### config.mk
export PLATFORM = sky130hd
export DESIGN_NAME = srgb_gamma_color_mix_unit_flat
export DESIGN_NICKNAME = d
export VERILOG_FILES = /design/src/rtl/core/sgcm_pkg.sv /design/src/rtl/core/sgcm_req_if.sv /design/src/rtl/core/sgcm_rsp_if.sv /design/src/rtl/core/sgcm_channel.sv /design/src/rtl/core/srgb_gamma_color_mix_unit.sv /design/src/flat_wrapper.sv
export VERILOG_INCLUDE_DIRS = /design/src /design/src/rtl/core
export SDC_FILE = /design/constraint.sdc
export NUM_CORES = 2
export LEC_CHECK = 0
export BUFFER_PORTS_ARGS = -buffer_cell sky130_fd_sc_hd__buf_4
export CAP_MARGIN = 20
export CORE_UTILIZATION = 35
export CTS_CLUSTER_SIZE = 14
export DETAILED_ROUTE_END_ITERATION = 7
export GPL_TIMING_DRIVEN = 0
export PLACE_DENSITY = 0.51
export RECOVER_POWER = 25
export SLEW_MARGIN = 30
export SYNTH_ARGS = -nofsm -noshare
export SYNTH_HDL_FRONTEND = slang
export SYNTH_HIERARCHICAL = 1
export SYNTH_SLANG_ARGS = --single-unit
### constraint.sdc
create_clock -name clock -period 4.8 [get_ports clock]
set_input_delay 0.48 -clock clock [delete_from_list [all_inputs] [get_ports clock]]
set_output_delay 0.48 -clock clock [all_outputs]
set_load 0.01 [all_outputs]
### src/rtl/core/assert_macros.svh
// Assertion helpers shared by the RTL files.
// Each macro builds one labeled concurrent assertion on the rising clock
// edge, disabled while reset is high.
`ifndef ASSERT_MACROS_SVH
`define ASSERT_MACROS_SVH

// Same-cycle implication.
`define SGCM_ASSERT_IMPLY(label, clk, rst, ante, cons, msg) \
   label: assert property (@(posedge clk) disable iff (rst) (ante) |-> (cons)) \
      else $error(msg);

// Next-cycle implication.
`define SGCM_ASSERT_NEXT(label, clk, rst, ante, cons, msg) \
   label: assert property (@(posedge clk) disable iff (rst) (ante) |=> (cons)) \
      else $error(msg);

`endif

### src/rtl/core/sgcm_pkg.sv
`default_nettype none

package sgcm_pkg;

   // Fixed field widths
   localparam int CODE_W    = 8;
   localparam int FRAC_IN_W = 9;

   // Curve table geometry and exact-comparison constants
   localparam int CURVE_SIZE  = 256;
   localparam int CODE_MAX    = 255;
   localparam int CURVE_NUM   = 269025;
   localparam int CURVE_OFS   = 14025;
   localparam int CURVE_STEP  = 1000;
   // Codes below this knee sit on the linear segment and linearize to zero
   localparam int LINEAR_KNEE = 11;
   localparam int WIDE_W      = 288;

   typedef logic [CODE_W-1:0]                   code_type;
   typedef logic [CURVE_SIZE-1:0][CODE_W-1:0]   curve_table_type;
   typedef logic [WIDE_W-1:0]                   wide_type;

   // Load enables of the three pipeline stages
   typedef struct packed {
      logic load_in;
      logic load_mul;
      logic load_out;
   } stage_en_type;

   // base5^5 * base12^12 in exact wide arithmetic
   function automatic wide_type pow_prod(input wide_type base5, input wide_type base12);
      wide_type acc;
      acc = wide_type'(1);
      for (int k = 0; k < 5; k++) begin
         acc = acc * base5;
      end
      for (int k = 0; k < 12; k++) begin
         acc = acc * base12;
      end
      return acc;
   endfunction

   // Build a curve table by exact comparison of 12th and 5th powers.
   // Both searches are monotonic, so one pointer walks the whole table.
   function automatic curve_table_type build_curve(input logic forward);
      wide_type        pow_r [CURVE_SIZE];
      wide_type        pow_p [CURVE_SIZE];
      curve_table_type tbl;
      int              c;
      for (int i = 0; i < CURVE_SIZE; i++) begin
         pow_r[i] = pow_prod(wide_type'(CODE_MAX), wide_type'(CURVE_STEP * i + CURVE_OFS));
         pow_p[i] = pow_prod(wide_type'(i), wide_type'(CURVE_NUM));
      end
      tbl = '0;
      c   = 0;
      if (forward) begin
         for (int i = 0; i < CURVE_SIZE; i++) begin
            while (c < CODE_MAX && pow_r[c + 1] <= pow_p[i]) begin
               c++;
            end
            tbl[i] = code_type'(c);
         end
      end else begin
         for (int i = LINEAR_KNEE; i < CURVE_SIZE; i++) begin
            while (c < CODE_MAX && pow_p[c + 1] <= pow_r[i]) begin
               c++;
            end
            tbl[i] = code_type'(c);
         end
      end
      return tbl;
   endfunction

   localparam curve_table_type TO_LINEAR = build_curve(1'b0);
   localparam curve_table_type TO_SRGB   = build_curve(1'b1);

endpackage

`default_nettype wire

### src/rtl/core/sgcm_req_if.sv
`default_nettype none

interface sgcm_req_if;
   logic       valid;
   logic       ready;
   logic [7:0] first_red;
   logic [7:0] first_green;
   logic [7:0] first_blue;
   logic [7:0] second_red;
   logic [7:0] second_green;
   logic [7:0] second_blue;
   logic [8:0] blend_fraction;

   modport source (
      output valid, first_red, first_green, first_blue,
             second_red, second_green, second_blue, blend_fraction,
      input  ready
   );

   modport sink (
      input  valid, first_red, first_green, first_blue,
             second_red, second_green, second_blue, blend_fraction,
      output ready
   );
endinterface

`default_nettype wire

### src/rtl/core/sgcm_rsp_if.sv
`default_nettype none

interface sgcm_rsp_if;
   logic       valid;
   logic       ready;
   logic [7:0] mixed_red;
   logic [7:0] mixed_green;
   logic [7:0] mixed_blue;

   modport source (
      output valid, mixed_red, mixed_green, mixed_blue,
      input  ready
   );

   modport sink (
      input  valid, mixed_red, mixed_green, mixed_blue,
      output ready
   );
endinterface

`default_nettype wire

### src/rtl/core/sgcm_channel.sv
`default_nettype none

module sgcm_channel
   import sgcm_pkg::*;
#(
   parameter int FRACTION_BITS = 8
) (
   input  logic                   clock,
   input  stage_en_type           stage_en,
   input  code_type               first_code,
   input  code_type               second_code,
   input  logic [FRACTION_BITS:0] weight_first,
   input  logic [FRACTION_BITS:0] weight_second,
   output code_type               mixed_code
);

   localparam int PROD_W = CODE_W + FRACTION_BITS + 1;
   localparam int SUM_W  = PROD_W + 1;

   code_type          lin_first_in, lin_first_ff;
   code_type          lin_second_in, lin_second_ff;
   logic [PROD_W-1:0] prod_first_in, prod_first_ff;
   logic [PROD_W-1:0] prod_second_in, prod_second_ff;
   logic [SUM_W-1:0]  blend_sum;
   code_type          lin_mix;
   code_type          mixed_in, mixed_ff;

   // Stage 1: linearize both codes
   assign lin_first_in  = TO_LINEAR[first_code];
   assign lin_second_in = TO_LINEAR[second_code];

   always_ff @(posedge clock) begin
      if (stage_en.load_in) begin
         lin_first_ff  <= lin_first_in;
         lin_second_ff <= lin_second_in;
      end
   end

   // Stage 2: weight each linear value
   assign prod_first_in  = PROD_W'(lin_first_ff) * PROD_W'(weight_first);
   assign prod_second_in = PROD_W'(lin_second_ff) * PROD_W'(weight_second);

   always_ff @(posedge clock) begin
      if (stage_en.load_mul) begin
         prod_first_ff  <= prod_first_in;
         prod_second_ff <= prod_second_in;
      end
   end

   // Stage 3: sum, drop the fraction bits, re-encode
   assign blend_sum = SUM_W'(prod_first_ff) + SUM_W'(prod_second_ff);
   assign lin_mix   = blend_sum[FRACTION_BITS +: CODE_W];
   assign mixed_in  = TO_SRGB[lin_mix];

   always_ff @(posedge clock) begin
      if (stage_en.load_out) begin
         mixed_ff <= mixed_in;
      end
   end

   assign mixed_code = mixed_ff;

endmodule

`default_nettype wire

### src/rtl/core/srgb_gamma_color_mix_unit.sv
// Gamma-correct blend of two sRGB colors.
// req_bus carries two 8-bit RGB colors and a blend fraction with
// FRACTION_BITS fraction bits; full scale gives all of the second color and
// larger values saturate to full scale. rsp_bus returns the mixed RGB color.
// Both channels use valid/ready; a transfer happens when both are high.
// Each channel goes through constant curve tables: sRGB to linear, a
// weighted sum of the two linear values, then linear back to sRGB.
// A request transfer passes table lookup, multiply, and sum and re-encode,
// each in its own register, on its way to the response valid.
// Throughput: one item per clock, sustained, with rsp_bus.ready held high.
// Stall: the result waits in the output register; the pipeline keeps
// accepting until all three stages hold an item, then req_bus.ready drops.
// Bubbles are squeezed out. Nothing is lost or repeated.
// Reset clears the stage valid bits and holds req_bus.ready low; the tables
// are constants, so the block accepts items as soon as reset is released.
`default_nettype none
`include "assert_macros.svh"

module srgb_gamma_color_mix_unit
   import sgcm_pkg::*;
#(
   parameter int FRACTION_BITS = 8
) (
   input  logic      clock,
   input  logic      reset,
   sgcm_req_if.sink  req_bus,
   sgcm_rsp_if.source rsp_bus
);

   localparam int WEIGHT_W = FRACTION_BITS + 1;
   localparam int CMP_W    = (WEIGHT_W > FRAC_IN_W) ? WEIGHT_W : FRAC_IN_W;
   localparam logic [CMP_W-1:0] FULL_SCALE = {{(CMP_W - 1){1'b0}}, 1'b1} << FRACTION_BITS;
   localparam logic [WEIGHT_W-1:0] FULL_WEIGHT = FULL_SCALE[WEIGHT_W-1:0];

   stage_en_type        stage_en;
   logic                valid1_ff, valid2_ff, valid3_ff;
   logic [CMP_W-1:0]    frac_ext;
   logic [CMP_W-1:0]    frac_sat;
   logic [WEIGHT_W-1:0] weight_second_in, weight_second_ff;
   logic [WEIGHT_W-1:0] weight_first_in, weight_first_ff;

   // Advance a stage when it is empty or the stage after it advances
   assign stage_en.load_out = !valid3_ff || rsp_bus.ready;
   assign stage_en.load_mul = !valid2_ff || stage_en.load_out;
   assign stage_en.load_in  = !valid1_ff || stage_en.load_mul;

   // Refuse transfers while reset is high
   assign req_bus.ready = stage_en.load_in && !reset;
   assign rsp_bus.valid = valid3_ff;

   // Move valid bits along with the data
   always_ff @(posedge clock) begin
      if (reset) begin
         valid1_ff <= 1'b0;
         valid2_ff <= 1'b0;
         valid3_ff <= 1'b0;
      end else begin
         if (stage_en.load_in) begin
            valid1_ff <= req_bus.valid;
         end
         if (stage_en.load_mul) begin
            valid2_ff <= valid1_ff;
         end
         if (stage_en.load_out) begin
            valid3_ff <= valid2_ff;
         end
      end
   end

   // Saturate the fraction and form both weights
   assign frac_ext         = CMP_W'(req_bus.blend_fraction);
   assign frac_sat         = (frac_ext > FULL_SCALE) ? FULL_SCALE : frac_ext;
   assign weight_second_in = frac_sat[WEIGHT_W-1:0];
   assign weight_first_in  = FULL_WEIGHT - weight_second_in;

   always_ff @(posedge clock) begin
      if (stage_en.load_in) begin
         weight_first_ff  <= weight_first_in;
         weight_second_ff <= weight_second_in;
      end
   end

   sgcm_channel #(
      .FRACTION_BITS (FRACTION_BITS)
   ) u_red (
      .clock         (clock),
      .stage_en      (stage_en),
      .first_code    (req_bus.first_red),
      .second_code   (req_bus.second_red),
      .weight_first  (weight_first_ff),
      .weight_second (weight_second_ff),
      .mixed_code    (rsp_bus.mixed_red)
   );

   sgcm_channel #(
      .FRACTION_BITS (FRACTION_BITS)
   ) u_green (
      .clock         (clock),
      .stage_en      (stage_en),
      .first_code    (req_bus.first_green),
      .second_code   (req_bus.second_green),
      .weight_first  (weight_first_ff),
      .weight_second (weight_second_ff),
      .mixed_code    (rsp_bus.mixed_green)
   );

   sgcm_channel #(
      .FRACTION_BITS (FRACTION_BITS)
   ) u_blue (
      .clock         (clock),
      .stage_en      (stage_en),
      .first_code    (req_bus.first_blue),
      .second_code   (req_bus.second_blue),
      .weight_first  (weight_first_ff),
      .weight_second (weight_second_ff),
      .mixed_code    (rsp_bus.mixed_blue)
   );

   // Back-pressure reaches the input only with every stage occupied
   `SGCM_ASSERT_IMPLY(full_when_blocked, clock, reset, !req_bus.ready, valid1_ff && valid2_ff && valid3_ff, "input blocked while a stage is empty")

   // Weights stay within full scale and sum to it
   `SGCM_ASSERT_IMPLY(weights_sum_full, clock, reset, valid1_ff, (weight_second_ff <= FULL_WEIGHT) && (weight_first_ff + weight_second_ff == FULL_WEIGHT), "blend weights out of range")

   // An input transfer always lands in stage 1
   `SGCM_ASSERT_NEXT(accept_fills_stage, clock, reset, req_bus.valid && req_bus.ready, valid1_ff, "accepted item missing from stage 1")

   // A new result only comes from an occupied multiply stage
   `SGCM_ASSERT_IMPLY(result_from_mul, clock, reset, $rose(valid3_ff), $past(valid2_ff), "result appeared without a multiply-stage item")

endmodule

`default_nettype wire

### src/flat_wrapper.sv
// flat-port wrapper written by rule: the top's interface ports become plain ports
module srgb_gamma_color_mix_unit_flat import sgcm_pkg::*;
#(
   parameter int FRACTION_BITS = 8
)
  (clock, reset, req_bus_valid, req_bus_first_red, req_bus_first_green, req_bus_first_blue, req_bus_second_red, req_bus_second_green, req_bus_second_blue, req_bus_blend_fraction, req_bus_ready, rsp_bus_valid, rsp_bus_mixed_red, rsp_bus_mixed_green, rsp_bus_mixed_blue, rsp_bus_ready);
  sgcm_req_if req_bus_i ();
  sgcm_rsp_if rsp_bus_i ();
  input  logic clock;
  input  logic reset;
  input wire logic [$bits(req_bus_i.valid)-1:0] req_bus_valid;
  input wire logic [$bits(req_bus_i.first_red)-1:0] req_bus_first_red;
  input wire logic [$bits(req_bus_i.first_green)-1:0] req_bus_first_green;
  input wire logic [$bits(req_bus_i.first_blue)-1:0] req_bus_first_blue;
  input wire logic [$bits(req_bus_i.second_red)-1:0] req_bus_second_red;
  input wire logic [$bits(req_bus_i.second_green)-1:0] req_bus_second_green;
  input wire logic [$bits(req_bus_i.second_blue)-1:0] req_bus_second_blue;
  input wire logic [$bits(req_bus_i.blend_fraction)-1:0] req_bus_blend_fraction;
  output wire logic [$bits(req_bus_i.ready)-1:0] req_bus_ready;
  output wire logic [$bits(rsp_bus_i.valid)-1:0] rsp_bus_valid;
  output wire logic [$bits(rsp_bus_i.mixed_red)-1:0] rsp_bus_mixed_red;
  output wire logic [$bits(rsp_bus_i.mixed_green)-1:0] rsp_bus_mixed_green;
  output wire logic [$bits(rsp_bus_i.mixed_blue)-1:0] rsp_bus_mixed_blue;
  input wire logic [$bits(rsp_bus_i.ready)-1:0] rsp_bus_ready;
  assign req_bus_i.valid = req_bus_valid;
  assign req_bus_i.first_red = req_bus_first_red;
  assign req_bus_i.first_green = req_bus_first_green;
  assign req_bus_i.first_blue = req_bus_first_blue;
  assign req_bus_i.second_red = req_bus_second_red;
  assign req_bus_i.second_green = req_bus_second_green;
  assign req_bus_i.second_blue = req_bus_second_blue;
  assign req_bus_i.blend_fraction = req_bus_blend_fraction;
  assign req_bus_ready = req_bus_i.ready;
  assign rsp_bus_valid = rsp_bus_i.valid;
  assign rsp_bus_mixed_red = rsp_bus_i.mixed_red;
  assign rsp_bus_mixed_green = rsp_bus_i.mixed_green;
  assign rsp_bus_mixed_blue = rsp_bus_i.mixed_blue;
  assign rsp_bus_i.ready = rsp_bus_ready;
  srgb_gamma_color_mix_unit #(.FRACTION_BITS(FRACTION_BITS)) u_core (.clock(clock), .reset(reset), .req_bus(req_bus_i), .rsp_bus(rsp_bus_i));
endmodule
==> impl_metrics.csv <==
group,metric,value,unit
run_status,status,"finished, violations left",
run_status,violations,"design-rule violations, max-capacitance violations, max-slew violations",
logic_synthesis,ys_types,105,
critical_path,path_buf_inv,6,
logic_synthesis,avgSynthCellArea,7.96,um2
floorplan,fp-row-count,116,
logic_synthesis,synth_ff_type,"edfxtp_1",
grt,grt_pass1_vias,33096,
clock_tree,cts_num_sinks,188,
layout,drive_above_1_share,0.0943,
grt,grt_busiest_layer,"met2",
clock_tree,clockBufferDepth,2,
layout,antennaDiodeCount,0,
timing,skew,20.0,ps
timing,whs,167,ps
floorplan,io_pins,87,
timing,worst_slew_pin_slew,1590,ps
worst_hold_path,hold_path.class,"in -> reg",
grt,use_met2,0.362,
critical_path,worstPathMaxFanout,6,
timing,slew-limit-headroom,-0.0673,
critical_path,critPathRequiredTime,5040,ps
critical_path,cpPeakStageDelay,540,ps
detailed_routing,antenna_left,0,
critical_path,crit_top_cell,"fa_1",
logic_synthesis,synth_nets,5111,
critical_path,critPathKind,"reg -> reg",
timing,grt_setup_unrepaired,"yes",
floorplan,die_h,320,um
timing,timing.final.crit_share,0.990,
placed_design,routabilityCongestion,0.947,
timing,finalSetupTns,0,ps
timing,fmax,210,MHz
critical_path,critPathTopFamily,"adder cells",
logic_synthesis,syn_area,35400,um2
floorplan,die_area,102000,um2
floorplan,start_util,0.353,
clock_tree,cts-root-buf,"clkbuf_16",
grt,antenna_found_initial,1,
clock_tree,h-tree-depth,4,
clock_tree,cts_made_buffers,17,
layout,design_area,39800,um2
critical_path,cp.arrival,4990,ps
timing,setup_viol,0,
detailed_routing,drc,9,
logic_synthesis,ys_seq_area_frac,0.159,
detailed_routing,wl,117000,um
floorplan,coreArea,100000,um2
critical_path,cp-start-kind,"flop",
critical_path,worst_setup_path_end_kind,"flop",
placed_design,port-buffer-count,76,
logic_synthesis,synth.area.top_cells,"edfxtp_1 (16%), fa_1 (14%), ha_1 (13%)",
clock_tree,clkSlewWorstSetupHoldPaths,100,ps
grt,grt_start_max_net_pins,64,
grt,grt_pass1_wl,187000,um
timing,fin_crit,4750,ps
critical_path,slowest_stage,"fa_1",
critical_path,crit_chain,"buf_4, buf_4, buf_6, nand2_1, fa_1, fa_1, inv_1, fa_1, inv_1, fa_1, inv_1, ha_4, a21boi_4, o21ai_2, a21boi_2, o21ai_2, a21boi_2, o21ai_1, a21oi_1, xnor2_1",
grt,grt_usage,0.224,
placed_design,dpl_cell_area,37700,um2
logic_synthesis,synth_edf_count,185,
detailed_routing,vias_per_cell,5.80,
logic_synthesis,yosys_warnings,6,
clock_tree,ctsHoldBuffers,0,
layout,nets,5308,
clock_tree,cts_tree,"yes",
placed_design,place_hpwl,86000,um
timing,report.final.slew_viol_count,34,
grt,grt_use_met1,0.313,
job,cap_violations,1,
detailed_routing,drt_iter0_markers,3899,
detailed_routing,routedWlPerCell,19.7,um
clock_tree,insertion_delay,500,ps
logic_synthesis,synth_top_area_frac,0.157,
detailed_routing,num_vias,34497,
logic_synthesis,synth_seq_cells,188,
grt,overflow,0,
detailed_routing,first_pass_iters,8,
floorplan,dieWidth,320,um
layout,area_growth,12.5,%
timing,finalHoldViolations,0,
logic_synthesis,yosys.area.top_type,"edfxtp_1",
logic_synthesis,synthesis.instances,4443,
grt,met3_usage,0.0257,
logic_synthesis,async_flop_share,0,
-- layer usage --
layer	share of wire	wire, um
met4	0.028	3230
met5	0	0
met2	0.45	53300
met3	0.073	8590
met1	0.45	52200
-- kinds of logic after synthesis --
group,share of synthesized area
AND/OR/NAND/NOR,0.201
buffers and inverters,0.0809
AO/OA/AOI/OAI,0.239
multiplexers,0.0246
XOR/XNOR,0.0292
adder cells (fa/ha/maj),0.267
flip-flops,0.159
-- path summary, 6_finish.rpt --
kind / slack [ps] / endpoint / start / cells after the start
max: 50 / u_core/u_blue/prod_first_ff[15]$_DFFE_PP_ / u_core/weight_second_ff[0]$_DFFE_PN_ / 20
min: 170 / u_core/rsp_bus.valid$_SDFFE_PP0P_ / reset / 2
max reg2reg: 50 / u_core/u_blue/prod_first_ff[15]$_DFFE_PP_ / u_core/weight_second_ff[0]$_DFFE_PN_ / 20
min reg2reg: 470 / u_core/valid2_ff$_SDFFE_PP0P_ / u_core/valid1_ff$_SDFFE_PP0N_ / 2
-- registers in the layout, indices dropped and copies added (netlist names), 9 cells and up --
signal and flops:
u_core/u_red/prod_second_ff 16, u_core/u_blue/prod_second_ff 16, u_core/weight_second_ff 9, u_core/u_green/prod_second_ff 16, u_core/u_blue/prod_first_ff 16, u_core/u_green/prod_first_ff 16, u_core/u_red/prod_first_ff 16
-- what timing repair did --
action	in CTS	in global routing
cloned	0	1
setup endpoints to repair	35	31
resized for setup	66	104
pin swaps	21	69
setup buffers	58	37
hold endpoints to repair	0	0
-- synth_stat cells (all sizes together) (76+ instances only) --
library cell    n
nand2         458
inv           457
ha            361
and2          347
o21ai         346
a21oi         298
nor2          268
fa            246
clkbuf        207
edfxtp        185
a211oi         97
o211ai         93
xnor2          92
nand3          89
nor3           77
a31oi          76
-- stage by stage --
| stage | setup WS, ps | std cells | utilization |
|---|---|---|---|
| after floorplan | -48.0 | 4443 | - |
| after global placement | -1240 | 5817 | 0.375 |
| after detailed placement | -762 | 5825 | 0.377 |
| after CTS | -27.9 | 5913 | 0.390 |
| after global routing | -117 | 5951 | 0.397 |
| final | 48.9 | 5951 | 0.397 |
-- final cells by class --
cell class / count / area (um2)
clock inverter: 15 / 214
sequential: 188 / 5620
timing repair buffer: 180 / 1530
inverter: 462 / 1740
tap: 1298 / 1620
multi-input combinational: 3515 / 27500
buffer: 276 / 1120
clock buffer: 17 / 425
fill: 10298 / 60300
-- cell usage in the layout, fill, tap and decap left out, types with 18 or more instances in the layout --
cell type and instances:
fa_1 240, nor2b_1 45, xnor2_1 81, o21ai_0 306, or3_1 27, o311ai_0 32, nor3_1 72, a31oi_1 74
a21oi_2 18, buf_6 22, and2_1 344, o21ai_2 21, buf_1 29, clkbuf_1 203, a221oi_1 24, edfxtp_1 185
o21ai_1 19, o221ai_1 25, mux4_2 22, o22ai_1 26, nand2_1 454, o31ai_1 20, a211oi_1 93, buf_2 35
xor2_1 22, a21oi_1 279, nand2b_1 29, o2111ai_1 21, nor2_1 263, nand4_1 19, nand3_1 89, o21a_1 20
a311oi_1 24, ha_1 347, mux2i_1 28, o211ai_1 93, buf_4 152, a21o_1 25, inv_1 449
Power is left out: the tool's default activity adds up to more than one toggle a clock period on the data nets, which glitch-free logic cannot reach.
